[src/rtl/station_address_learner_assert.svh]
// assertion macros used by the top-level rtl file
`ifndef STATION_ADDRESS_LEARNER_ASSERT_SVH
`define STATION_ADDRESS_LEARNER_ASSERT_SVH

// same-cycle implication, held off during reset
`define SAL_ASSERT_NOW(name, clk, rst_n, ante, cons, msg) \
    name: assert property (@(posedge clk) disable iff (!rst_n) (ante) |-> (cons)) \
        else $error(msg);

// next-cycle implication, held off during reset
`define SAL_ASSERT_NEXT(name, clk, rst_n, ante, cons, msg) \
    name: assert property (@(posedge clk) disable iff (!rst_n) (ante) |=> (cons)) \
        else $error(msg);

`endif

[src/rtl/sal_pkg.sv]
`timescale 1ns / 1ps

package sal_pkg;

    // field widths
    localparam int ADDR_W    = 48;
    localparam int REQ_W     = 3;
    localparam int LEN_W     = 16;
    localparam int IDX_W     = 5;
    localparam int CNT_OUT_W = 6;

    // frame filtering constants
    localparam logic [ADDR_W-1:0] BCAST_ADDR      = 48'hFFFF_FFFF_FFFF;
    localparam logic [23:0]       MCAST_V4_PREFIX = 24'h01005E;
    localparam logic [23:0]       MCAST_V6_PREFIX = 24'h333300;
    localparam logic [LEN_W-1:0]  MIN_FRAME_LEN   = 16'd12;

    // request codes
    typedef enum logic [REQ_W-1:0] {
        REQ_FRAME     = 3'd0,
        REQ_CLEAR     = 3'd1,
        REQ_READ      = 3'd2,
        REQ_TOGGLE    = 3'd3,
        REQ_SEL_ALL   = 3'd4,
        REQ_DESEL_ALL = 3'd5
    } t_req;

    // one station table word
    typedef struct packed {
        logic              sel;
        logic [ADDR_W-1:0] addr;
    } t_entry;

endpackage

[src/rtl/sal_table_ram.sv]
`timescale 1ns / 1ps

module sal_table_ram import sal_pkg::*; #(
    parameter int DEPTH = 32,
    parameter int AW    = 5
) (
    input  logic          i_clk,
    input  logic          i_we,
    input  logic [AW-1:0] i_waddr,
    input  t_entry        i_wdata,
    input  logic [AW-1:0] i_raddr,
    output t_entry        o_rdata
);

    t_entry r_mem [DEPTH];
    t_entry r_rdata;

    // write port
    always_ff @(posedge i_clk) begin
        if (i_we) begin
            r_mem[i_waddr] <= i_wdata;
        end
    end

    // registered read port
    always_ff @(posedge i_clk) begin
        r_rdata <= r_mem[i_raddr];
    end

    assign o_rdata = r_rdata;

endmodule

[src/rtl/sal_engine.sv]
`timescale 1ns / 1ps

module sal_engine import sal_pkg::*; #(
    parameter int MAX_STATIONS = 32,
    parameter int IW           = 5
) (
    input  logic                 i_clk,
    input  logic                 i_rst_n,
    input  logic [ADDR_W-1:0]    i_target_bssid,
    // request channel
    input  logic                 i_in_valid,
    output logic                 o_in_ready,
    input  logic [REQ_W-1:0]     i_req_type,
    input  logic [ADDR_W-1:0]    i_receiver_addr,
    input  logic [ADDR_W-1:0]    i_transmitter_addr,
    input  logic [LEN_W-1:0]     i_frame_length,
    input  logic [IDX_W-1:0]     i_entry_index,
    // result channel
    output logic                 o_out_valid,
    input  logic                 i_out_ready,
    output logic [CNT_OUT_W-1:0] o_station_count,
    output logic                 o_learned_new,
    output logic [ADDR_W-1:0]    o_entry_addr,
    output logic                 o_entry_selected,
    output logic                 o_entry_valid,
    // table memory
    output logic                 o_we,
    output logic [IW-1:0]        o_waddr,
    output t_entry               o_wdata,
    output logic [IW-1:0]        o_raddr,
    input  t_entry               i_rdata
);

    localparam int CW = $clog2(MAX_STATIONS + 1);
    localparam int KW = (CW > IDX_W) ? CW : IDX_W;

    typedef enum logic [2:0] {
        S_IDLE,
        S_SEARCH,
        S_INSERT,
        S_INDEX_RD,
        S_INDEX_DATA,
        S_SWEEP,
        S_PUSH
    } t_state;

    t_state            r_state;
    logic [CW-1:0]     r_count;
    logic [CW-1:0]     r_k;
    logic              r_pend;
    logic [IW-1:0]     r_wk;
    logic [ADDR_W-1:0] r_cand;
    logic [KW-1:0]     r_idx;
    logic              r_toggle;
    logic              r_sel_val;
    logic              r_res_learned;
    logic [ADDR_W-1:0] r_res_addr;
    logic              r_res_sel;
    logic              r_res_valid;

    logic              w_rx_is_ap;
    logic              w_tx_is_ap;
    logic [ADDR_W-1:0] w_cand;
    logic              w_group;
    logic              w_try;
    logic              w_in_range;
    logic              w_issue;
    logic              w_hit;

    // frame qualification on the incoming transaction
    assign w_rx_is_ap = (i_receiver_addr == i_target_bssid);
    assign w_tx_is_ap = (i_transmitter_addr == i_target_bssid);
    assign w_cand     = w_rx_is_ap ? i_transmitter_addr : i_receiver_addr;
    assign w_group    = (w_cand[ADDR_W-1:24] == MCAST_V4_PREFIX)
                     || (w_cand[ADDR_W-1:24] == MCAST_V6_PREFIX);
    assign w_try      = (i_frame_length > MIN_FRAME_LEN)
                     && (i_receiver_addr != BCAST_ADDR)
                     && (w_rx_is_ap || w_tx_is_ap)
                     && !w_group
                     && (r_count < CW'(MAX_STATIONS));
    assign w_in_range = KW'(i_entry_index) < KW'(r_count);

    // table scan helpers
    assign w_issue = r_k < r_count;
    assign w_hit   = r_pend && (i_rdata.addr == r_cand);

    assign o_in_ready = (r_state == S_IDLE);

    // memory port control
    always_comb begin
        o_we    = 1'b0;
        o_waddr = r_wk;
        o_wdata = '{sel: r_sel_val, addr: i_rdata.addr};
        o_raddr = r_k[IW-1:0];
        unique case (r_state)
            S_INSERT: begin
                o_we    = 1'b1;
                o_waddr = r_count[IW-1:0];
                o_wdata = '{sel: 1'b0, addr: r_cand};
            end
            S_INDEX_RD: begin
                o_raddr = r_idx[IW-1:0];
            end
            S_INDEX_DATA: begin
                o_we    = r_toggle;
                o_waddr = r_idx[IW-1:0];
                o_wdata = '{sel: ~i_rdata.sel, addr: i_rdata.addr};
            end
            S_SWEEP: begin
                o_we = r_pend;
            end
            default: begin
            end
        endcase
    end

    // request sequencer and result register
    always_ff @(posedge i_clk) begin
        if (!i_rst_n) begin
            r_state     <= S_IDLE;
            r_count     <= '0;
            r_pend      <= 1'b0;
            o_out_valid <= 1'b0;
        end else begin
            // result taken with nothing new to load behind it
            if (o_out_valid && i_out_ready && (r_state != S_PUSH)) begin
                o_out_valid <= 1'b0;
            end
            unique case (r_state)
                S_IDLE: begin
                    if (i_in_valid) begin
                        r_k           <= '0;
                        r_pend        <= 1'b0;
                        r_cand        <= w_cand;
                        r_idx         <= KW'(i_entry_index);
                        r_toggle      <= (i_req_type == REQ_TOGGLE);
                        r_sel_val     <= (i_req_type == REQ_SEL_ALL);
                        r_res_learned <= 1'b0;
                        r_res_addr    <= '0;
                        r_res_sel     <= 1'b0;
                        r_res_valid   <= 1'b0;
                        unique case (t_req'(i_req_type))
                            REQ_FRAME: begin
                                r_state <= w_try ? S_SEARCH : S_PUSH;
                            end
                            REQ_CLEAR: begin
                                r_count <= '0;
                                r_state <= S_PUSH;
                            end
                            REQ_READ, REQ_TOGGLE: begin
                                r_state <= w_in_range ? S_INDEX_RD : S_PUSH;
                            end
                            REQ_SEL_ALL, REQ_DESEL_ALL: begin
                                r_state <= S_SWEEP;
                            end
                            default: begin
                                r_state <= S_PUSH;
                            end
                        endcase
                    end
                end
                // look for the candidate among the learned entries
                S_SEARCH: begin
                    r_pend <= w_issue;
                    if (w_issue) begin
                        r_k <= r_k + 1'b1;
                    end
                    if (w_hit) begin
                        r_state <= S_PUSH;
                    end else if (!w_issue && !r_pend) begin
                        r_state <= S_INSERT;
                    end
                end
                S_INSERT: begin
                    r_count       <= r_count + 1'b1;
                    r_res_learned <= 1'b1;
                    r_res_addr    <= r_cand;
                    r_state       <= S_PUSH;
                end
                S_INDEX_RD: begin
                    r_state <= S_INDEX_DATA;
                end
                S_INDEX_DATA: begin
                    r_res_addr  <= i_rdata.addr;
                    r_res_sel   <= r_toggle ? ~i_rdata.sel : i_rdata.sel;
                    r_res_valid <= 1'b1;
                    r_state     <= S_PUSH;
                end
                // read each learned entry and write back its new selection
                S_SWEEP: begin
                    r_pend <= w_issue;
                    r_wk   <= r_k[IW-1:0];
                    if (w_issue) begin
                        r_k <= r_k + 1'b1;
                    end
                    if (!w_issue && !r_pend) begin
                        r_state <= S_PUSH;
                    end
                end
                S_PUSH: begin
                    if (!o_out_valid || i_out_ready) begin
                        o_out_valid      <= 1'b1;
                        o_station_count  <= CNT_OUT_W'(r_count);
                        o_learned_new    <= r_res_learned;
                        o_entry_addr     <= r_res_addr;
                        o_entry_selected <= r_res_sel;
                        o_entry_valid    <= r_res_valid;
                        r_state          <= S_IDLE;
                    end
                end
                default: begin
                    r_state <= S_IDLE;
                end
            endcase
        end
    end

endmodule

[src/rtl/station_address_learner.sv]
// channel   | direction | handshake                 | payload
// request   | in        | i_in_valid / o_in_ready   | req_type, addresses, length, index
// result    | out       | o_out_valid / i_out_ready | count, learned, entry fields
// config    | in        | psel penable pwrite       | target_bssid at byte address 0
//
// a frame that inserts reads the entries, one a cycle, drains the last read, writes
// the new entry; select all / deselect all read and write back each entry; read and
// toggle read the indexed entry; clear and skipped frames go straight to the result
// the next transaction is taken in the cycle after the result is loaded
// reset clears the count but not the table words: entries at or above the
// count are never read and new entries are written with selection cleared
// a finished result waits in the output register while the next request is taken;
// a new result is held back until the waiting one has been taken
`timescale 1ns / 1ps

`include "station_address_learner_assert.svh"

module station_address_learner import sal_pkg::*; #(
    parameter int MAX_STATIONS = 32
) (
    input  logic                 i_clk,
    input  logic                 i_rst_n,
    // request channel
    input  logic                 i_in_valid,
    output logic                 o_in_ready,
    input  logic [REQ_W-1:0]     i_req_type,
    input  logic [ADDR_W-1:0]    i_receiver_addr,
    input  logic [ADDR_W-1:0]    i_transmitter_addr,
    input  logic [LEN_W-1:0]     i_frame_length,
    input  logic [IDX_W-1:0]     i_entry_index,
    // result channel
    output logic                 o_out_valid,
    input  logic                 i_out_ready,
    output logic [CNT_OUT_W-1:0] o_station_count,
    output logic                 o_learned_new,
    output logic [ADDR_W-1:0]    o_entry_addr,
    output logic                 o_entry_selected,
    output logic                 o_entry_valid,
    // configuration port
    input  logic                 psel,
    input  logic                 penable,
    input  logic                 pwrite,
    input  logic [3:0]           paddr,
    input  logic [63:0]          pwdata,
    output logic [63:0]          prdata,
    output logic                 pready
);

    localparam int  IW         = (MAX_STATIONS > 1) ? $clog2(MAX_STATIONS) : 1;
    localparam logic REG_TARGET = 1'b0;

    logic [ADDR_W-1:0] r_target_bssid;
    logic              w_we;
    logic [IW-1:0]     w_waddr;
    t_entry            w_wdata;
    logic [IW-1:0]     w_raddr;
    t_entry            w_rdata;

    // configuration register
    assign pready = 1'b1;
    assign prdata = (paddr[3] == REG_TARGET) ? {16'b0, r_target_bssid} : '0;

    always_ff @(posedge i_clk) begin
        if (!i_rst_n) begin
            r_target_bssid <= '0;
        end else if (psel && penable && pwrite && pready && (paddr[3] == REG_TARGET)) begin
            r_target_bssid <= pwdata[ADDR_W-1:0];
        end
    end

    // request sequencer
    sal_engine #(
        .MAX_STATIONS (MAX_STATIONS),
        .IW           (IW)
    ) u_engine (
        .i_clk              (i_clk),
        .i_rst_n            (i_rst_n),
        .i_target_bssid     (r_target_bssid),
        .i_in_valid         (i_in_valid),
        .o_in_ready         (o_in_ready),
        .i_req_type         (i_req_type),
        .i_receiver_addr    (i_receiver_addr),
        .i_transmitter_addr (i_transmitter_addr),
        .i_frame_length     (i_frame_length),
        .i_entry_index      (i_entry_index),
        .o_out_valid        (o_out_valid),
        .i_out_ready        (i_out_ready),
        .o_station_count    (o_station_count),
        .o_learned_new      (o_learned_new),
        .o_entry_addr       (o_entry_addr),
        .o_entry_selected   (o_entry_selected),
        .o_entry_valid      (o_entry_valid),
        .o_we               (w_we),
        .o_waddr            (w_waddr),
        .o_wdata            (w_wdata),
        .o_raddr            (w_raddr),
        .i_rdata            (w_rdata)
    );

    // station table with selection bits
    sal_table_ram #(
        .DEPTH (MAX_STATIONS),
        .AW    (IW)
    ) u_table (
        .i_clk   (i_clk),
        .i_we    (w_we),
        .i_waddr (w_waddr),
        .i_wdata (w_wdata),
        .i_raddr (w_raddr),
        .o_rdata (w_rdata)
    );

    // checks
    `SAL_ASSERT_NOW(a_no_write_idle, i_clk, i_rst_n, w_we, !o_in_ready, "table written while idle")
    `SAL_ASSERT_NEXT(a_busy_after_accept, i_clk, i_rst_n, i_in_valid && o_in_ready, !o_in_ready, "second transaction taken while busy")
    `SAL_ASSERT_NOW(a_learned_no_entry, i_clk, i_rst_n, o_out_valid && o_learned_new, !o_entry_valid && !o_entry_selected, "learned result carries entry fields")
    `SAL_ASSERT_NOW(a_invalid_unselected, i_clk, i_rst_n, o_out_valid && !o_entry_valid, !o_entry_selected, "selection reported for invalid entry")

endmodule
[config.mk]
export PLATFORM = sky130hd
export DESIGN_NAME = station_address_learner
export DESIGN_NICKNAME = d
export VERILOG_FILES = /design/src/rtl/sal_pkg.sv /design/src/rtl/sal_table_ram.sv /design/src/rtl/sal_engine.sv /design/src/rtl/station_address_learner.sv
export VERILOG_INCLUDE_DIRS = /design/src /design/src/rtl
export SDC_FILE = /design/constraint.sdc
export NUM_CORES = 2
export LEC_CHECK = 0
export ABC_AREA = 1
export BUFFER_PORTS_ARGS = -buffer_cell sky130_fd_sc_hd__buf_4
export CORE_MARGIN = 1
export CORE_UTILIZATION = 30
export DETAILED_ROUTE_END_ITERATION = 10
export PLACE_DENSITY_LB_ADDON = 0.25
export SYNTH_ARGS = -nofsm -noshare
export SYNTH_HDL_FRONTEND = slang
export SYNTH_SLANG_ARGS = --single-unit
[constraint.sdc]
create_clock -name i_clk -period 8.7 [get_ports i_clk]
set_clock_uncertainty 0.05 [all_clocks]
set_input_delay 0.87 -clock i_clk [delete_from_list [all_inputs] [get_ports i_clk]]
set_output_delay 0.87 -clock i_clk [all_outputs]
set_load 0.03 [all_outputs]
* Word-level counts from Yosys, hierarchy flattened
Memories as Yosys holds them, arrays and structs flattened. A register that Yosys moved wholly into a read port is not among the register bits.
Index checks and enable logic that the tools add are counted.
** Storage, ports and cells
- Register bits :: 233
- RAM bits :: 1568
- Bits of input ports :: 195
- Output and inout bits :: 124
- Logic and storage cells :: 125
- Memories :: 1
** Operators by class
- $add $sub $neg :: 2
- Order comparisons :: 4
- Equality and inequality tests :: 24
- Muxes and demuxes :: 34
- Bitwise gates (word level) :: 2
- Reductions and logical operators :: 38
** Memories
- u_table.r_mem :: words 32, width 49, rd ports 1, clocked after memory_dff 1, wr ports 1, RTL line sal_table_ram.sv:15 : t_entry r_mem [DEPTH];
** Operators by type and width (number)
- $eq 48x48->1 :: 3
- $mux 48 :: 3
- $pmux 48 s3 :: 1
- $pmux 49 s2 :: 1
- $ne 48x48->1 const B :: 1
- $eq 24x17->1 const B :: 1
- $eq 24x22->1 const B :: 1
- $mux 6 :: 4
- $pmux 6 s2 :: 2
- $mux 3 :: 7
- $pmux 3 s6 :: 1
- $reduce_and 3->1 :: 6
- $gt 16x4->1 const B :: 1
- $eq 3x3->1 const B :: 5
- $add 6x1->6 const B :: 2
- $eq 3x2->1 const B :: 4
- $logic_and 1x1->1 :: 11
- $pmux 5 s2 :: 1
- $pmux 3 s3 :: 1
- $ne 2x1->1 const B :: 4
- $pmux 1 s2 :: 4
- $reduce_and 4->1 :: 2
- $reduce_or 2->1 :: 4
- $mux 1 :: 7
- other kinds (16) :: 27

* Logic depth before layout (Yosys ltp)
- Depth in word-level cells :: 11
- Gate-level depth with buffers :: 24
- Gate-level depth less buffers :: 23

* Hierarchy
Synthesis repeated with hierarchy kept, for this count alone.
** Second synthesis, totals
- Cells, all modules :: 7113
- Area total of the unflattened synthesis :: 77644.5 µm²
** By module, submodules not included
- sal_table_ram :: times used 1, cells an instance 5387, area an instance 64230.4 µm²
- sal_engine :: times used 1, cells an instance 1291, area an instance 10837.9 µm²
- station_address_learner :: times used 1, cells an instance 435, area an instance 2576.2 µm²

* Worst setup path after synthesis
OpenSTA, ideal clock, no wires.
- Kind :: input -> register
- From :: input port i_rst_n
- To :: register u_engine.o_entry_addr[0], enable pin
- Setup time :: 542 ps
- Data arrival time :: 5304 ps
- Required time :: 8108 ps
- Setup slack :: 2804 ps
- Stages :: 4
- Path buffers :: 2
- Cell sequence :: clkbuf_1 inv_1 clkbuf_1 nor3_1
** Between the ends
- Word-level cells in the longest chain between the ends :: 1
** RTL lines
- from (decl) :: RTL line station_address_learner.sv:22 : input logic i_rst_n,
- $reduce_and 3->1 (no source line)
- to (signal assigned) :: RTL line sal_engine.sv:205 : o_entry_addr <= r_res_addr;
- to (decl) :: RTL line sal_engine.sv:23 : output logic [ADDR_W-1:0] o_entry_addr,
Every way passes these cells.
A chain may end at the register's enable or synchronous reset.

* Final worst setup path
- From :: register u_engine.r_state[0]
- To :: memory u_table.r_mem[7][3] in the netlist's numbering, enable pin
** Between the ends
- Word-level cells in the longest chain between the ends :: 4
- Elaborated cells between the ends (all ways) :: 7
** RTL lines
- from (decl) :: RTL line sal_engine.sv:47 : t_state r_state;
- from (signal assigned) :: RTL line sal_engine.sv:144 : r_state <= w_try ? S_SEARCH : S_PUSH;
- from (signal assigned) :: RTL line sal_engine.sv:151 : r_state <= w_in_range ? S_INDEX_RD : S_PUSH;
- $eq 3x3->1 or $eq 3x2->1 (tied branches) :: RTL line sal_engine.sv:95 : unique case (r_state)
- $pmux 1 s3 :: RTL line sal_engine.sv:95
- $mux 1 :: RTL line sal_table_ram.sv:20 : if (i_we) begin
- $mux 1 (implied by the code) :: RTL line sal_table_ram.sv:21 : r_mem[i_waddr] <= i_wdata;
- to (decl) :: RTL line sal_table_ram.sv:15
Parallel ways exist; a longest one is shown, timed or not.

==> metrics.md <==
| Metric | Value |
|---|---|
| CTS tree | `done` |
| Post-synth top area cell | `edfxtp_1` |
| First-pass DRT Iterations | `5` |
| Fin. Hold Viols | `0` |
| Crit end category | `flop` |
| Synthesized area | `74,180 sq um` |
| Cells after Synth | `5,751` |
| Setup TNS | `0 ns` |
| Die Ht | `499.3 microns` |
| FF+latch count, synth | `1,850` |
| Die X-Extent | `499.3 microns` |
| Crit-path leading delay family | `buffers and inverters` |
| Synth top area share | `70.52%` |
| Max FO, Critical Path | `37` |
| Final wirelength | `236,800 microns` |
| Gpl congestion | `0.8915` |
| Final setup margin | `3.357 ns` |
| Overall power consumption | `27.28 mW` |
| Worst Hold Class | `primary input to flop` |
| Post-route non-filler standard cell count | `9,335` |
| Synth Area per Inst | `12.90 sq um` |
| Tightest Pin Transition | `1.332 ns` |
| CTS root buf | `clkbuf_16` |
| Min Tclk post-route | `5.343 ns` |
| Via density | `5.272` |
| # resized after CTS | `0` |
| Relative max-transition margin | `11.13%` |
| Fin crit share | `61.41%` |
| Pins over their slew limit | `0` |
| Final setup vio count | `0` |
| Vias | `49,210` |
| Slowest-stage cell, CP | `nor2_4` |
| Core Area | `245,900 sq um` |
| CP Class | `flop to flop` |
| Routed Antenna Nets | `0` |
| Max_cap viols | `0` |
| Io pins | `319` |
| Worst EP arrival | `5.75 ns` |
| Worst Path Buf+Inv | `7` |
| Final nets | `6,159` |
| Ys Warns | `0` |
| CP cell instances | `nor2_1, inv_1, nor2_1, inv_2, buf_4, nand2_1, inv_1, a21oi_1, inv_1, nand3_1, nor2_4, buf_4, buf_4` |
| Wirelength per Cell | `25.37 microns` |
| Fraction of registers with async set/reset | `0%` |
| Largest cells by area after synthesis | `edfxtp_1 71%, o21ai_0 6.0%, nor2_1 4.8%` |
| Clock Sinks | `1,850` |
| Peak supply drop | `0.1858 mV` |
| CTS Buffer Depth | `3` |
| Worst Setup Start Kind | `flop` |
| Final-layout fill cell count | `23,800` |
| Pre-CTS WS | `3.446 ns` |
| Status | `completed` |
| Row count | `182` |
| Hold-fix buffers, CTS | `0` |
| Cts bufs inserted | `187` |
| Worst EP required | `9.11 ns` |
| Clock transition at the registers of the reported paths | `0.07 ns` |
| Die area | `249,300 sq um` |
| RSZ-0062 raised after global routing | `no` |
| Fraction of layout cells with a size suffix above 1 | `13.58%` |
| Highest-count cells in the layout ignoring fill and taps | `1,742 x edfxtp_1, 918 x nor2_1, 887 x o21ai_0` |
| Vias in the first global route | `46,600` |
| Pwr Density | `315.8 nW/um^2` |
| Placed cell count | `8,982` |
| Setup bufs post-CTS | `0` |
| CTS HTree Levels | `4` |
| Largest net degree at the start of global routing | `171` |
| Most used DFF post-synth | `edfxtp_1` |
| Initial antenna violation count | `7` |
| Total GRT Usage | `18.46%` |
| Port Buffers | `282` |
| GRT Residual Overflow | `0` |
| Register area | `54,470 sq um` |
| Post-synth EDFFs | `1,742` |
| Post-route DRC | `0` |
| Max Freq | `187.2 MHz` |
| Post-synth cell types | `49` |
| First-pass GRT wire length | `337,900 microns` |
| Clk_lat worst skew | `0.84 ns` |
| DP Wirelength | `130,200 microns` |
| Sequential area share after synthesis | `73.43%` |
| Multi-input gate area | `17,680 sq um` |
| Starting Density | `30.16%` |
| Post-place instance area | `80,240 sq um` |
| Max stage delay on crit path | `0.86 ns` |
| Design area | `86,390 sq um` |
| Most common cell after layout, fill and taps aside | `edfxtp_1` |
| Static Leak | `28.06 nW` |
| Area grow syn2layout | `16.46%` |
| Drt first-iter violations | `5,500` |
## flip-flops by register name, summed over array words and instances (netlist names), 3 cells and up
name                      flops
r_target_bssid               48
u_engine.o_entry_addr        48
u_engine.o_station_count      6
u_engine.r_cand              48
u_engine.r_count              6
u_engine.r_idx                5
u_engine.r_k                  6
u_engine.r_res_addr          48
u_engine.r_state              3
u_engine.r_wk                 5
u_table.o_rdata              49
u_table.r_mem              1568
## cell type report
type	count	share of cell area, %
diodes	2	0.005793
clock buffers	273	6.165
clock inverters	78	0.9515
inverters	237	1.064
multi-input cells	3282	20.47
flip-flops and latches	1850	63.05
well taps	3220	4.663
repair buffers	393	3.632
## metrics by stage
| stage | hold WS (ns) | util, % |
|---|---|---|
| 2_1_floorplan | 0.3503 | - |
| 3_3_place_gp | 0.3515 | 32.63 |
| 3_5_place_dp | 0.3545 | 32.63 |
| 4_1_cts | 0.1166 | 35.13 |
| 5_1_grt | 0.1405 | 35.13 |
| 6_report | 0.1745 | 35.13 |
## Yosys cell counts, types with 15 or more instances
library cell,n
nand4_1,21
nand2_2,15
o21ai_0,888
inv_1,197
buf_1,21
xnor2_1,55
o211ai_1,76
xor2_1,25
nand3_1,109
nor2_1,951
nand2_1,372
clkbuf_1,290
buf_4,20
edfxtp_1,1742
o21bai_1,51
a31oi_1,86
o221ai_1,308
dfxtp_1,108
inv_2,37
a21oi_1,72
o22ai_1,123
buf_2,62
## worst paths after layout
kind / startpoint / cells past startpoint / slack (ns) / to
setup reg to reg: u_engine.r_state[0] / 13 / 3.36 / u_table.r_mem[7][3]
hold / removal: i_entry_index[3] / 1 / 0.17 / u_engine.r_idx[3]
hold reg to reg: u_engine.r_res_addr[5] / 0 / 0.36 / u_engine.o_entry_addr[5]
setup / recovery: u_engine.r_state[0] / 13 / 3.36 / u_table.r_mem[7][3]
## power breakdown
group / internal (mW) / switching [mW]
logic: 1.36 / 5.07
clock network: 4.62 / 3.52
registers: 12.4 / 0.340
total: 18.3 / 8.94
## kinds of logic after synthesis
| kind of cell | after synthesis | synth area share [%] |
|---|---|---|
| DFF | 1850 | 73.43 |
| AOI/OAI and AO/OA | 1653 | 13.71 |
| and+or+nand+nor | 1519 | 8.226 |
| buffers and inverters | 634 | 3.454 |
| xor gates and xnor gates | 80 | 0.9446 |
| adders and majority gates | 13 | 0.2193 |
| other | 2 | 0.01012 |
## worst reg2reg max path, stage by stage (launching register included)
cell and delay [ns]:
dfxtp_1 0.40, nor2_1 0.07, inv_1 0.07, nor2_1 0.09, inv_2 0.32, buf_4 0.46
nand2_1 0.19, inv_1 0.28, a21oi_1 0.20, inv_1 0.11, nand3_1 0.63, nor2_4 0.87
buf_4 0.53, buf_4 0.67
## per-layer routing
layer / routed length [microns] / vias to the layer above / track usage [%] / part of all wire [%]
met5: 27 / - / 0 / 0.011
met4: 6109 / 4 / 5.172 / 2.6
met3: 14600 / 306 / 2.701 / 6.2
met2: 111300 / 1728 / 29.55 / 47
met1: 104800 / 25310 / 25.98 / 44
li1: - / 21860 / - / -
No activity file was read; power rests on OpenSTA's default activity.
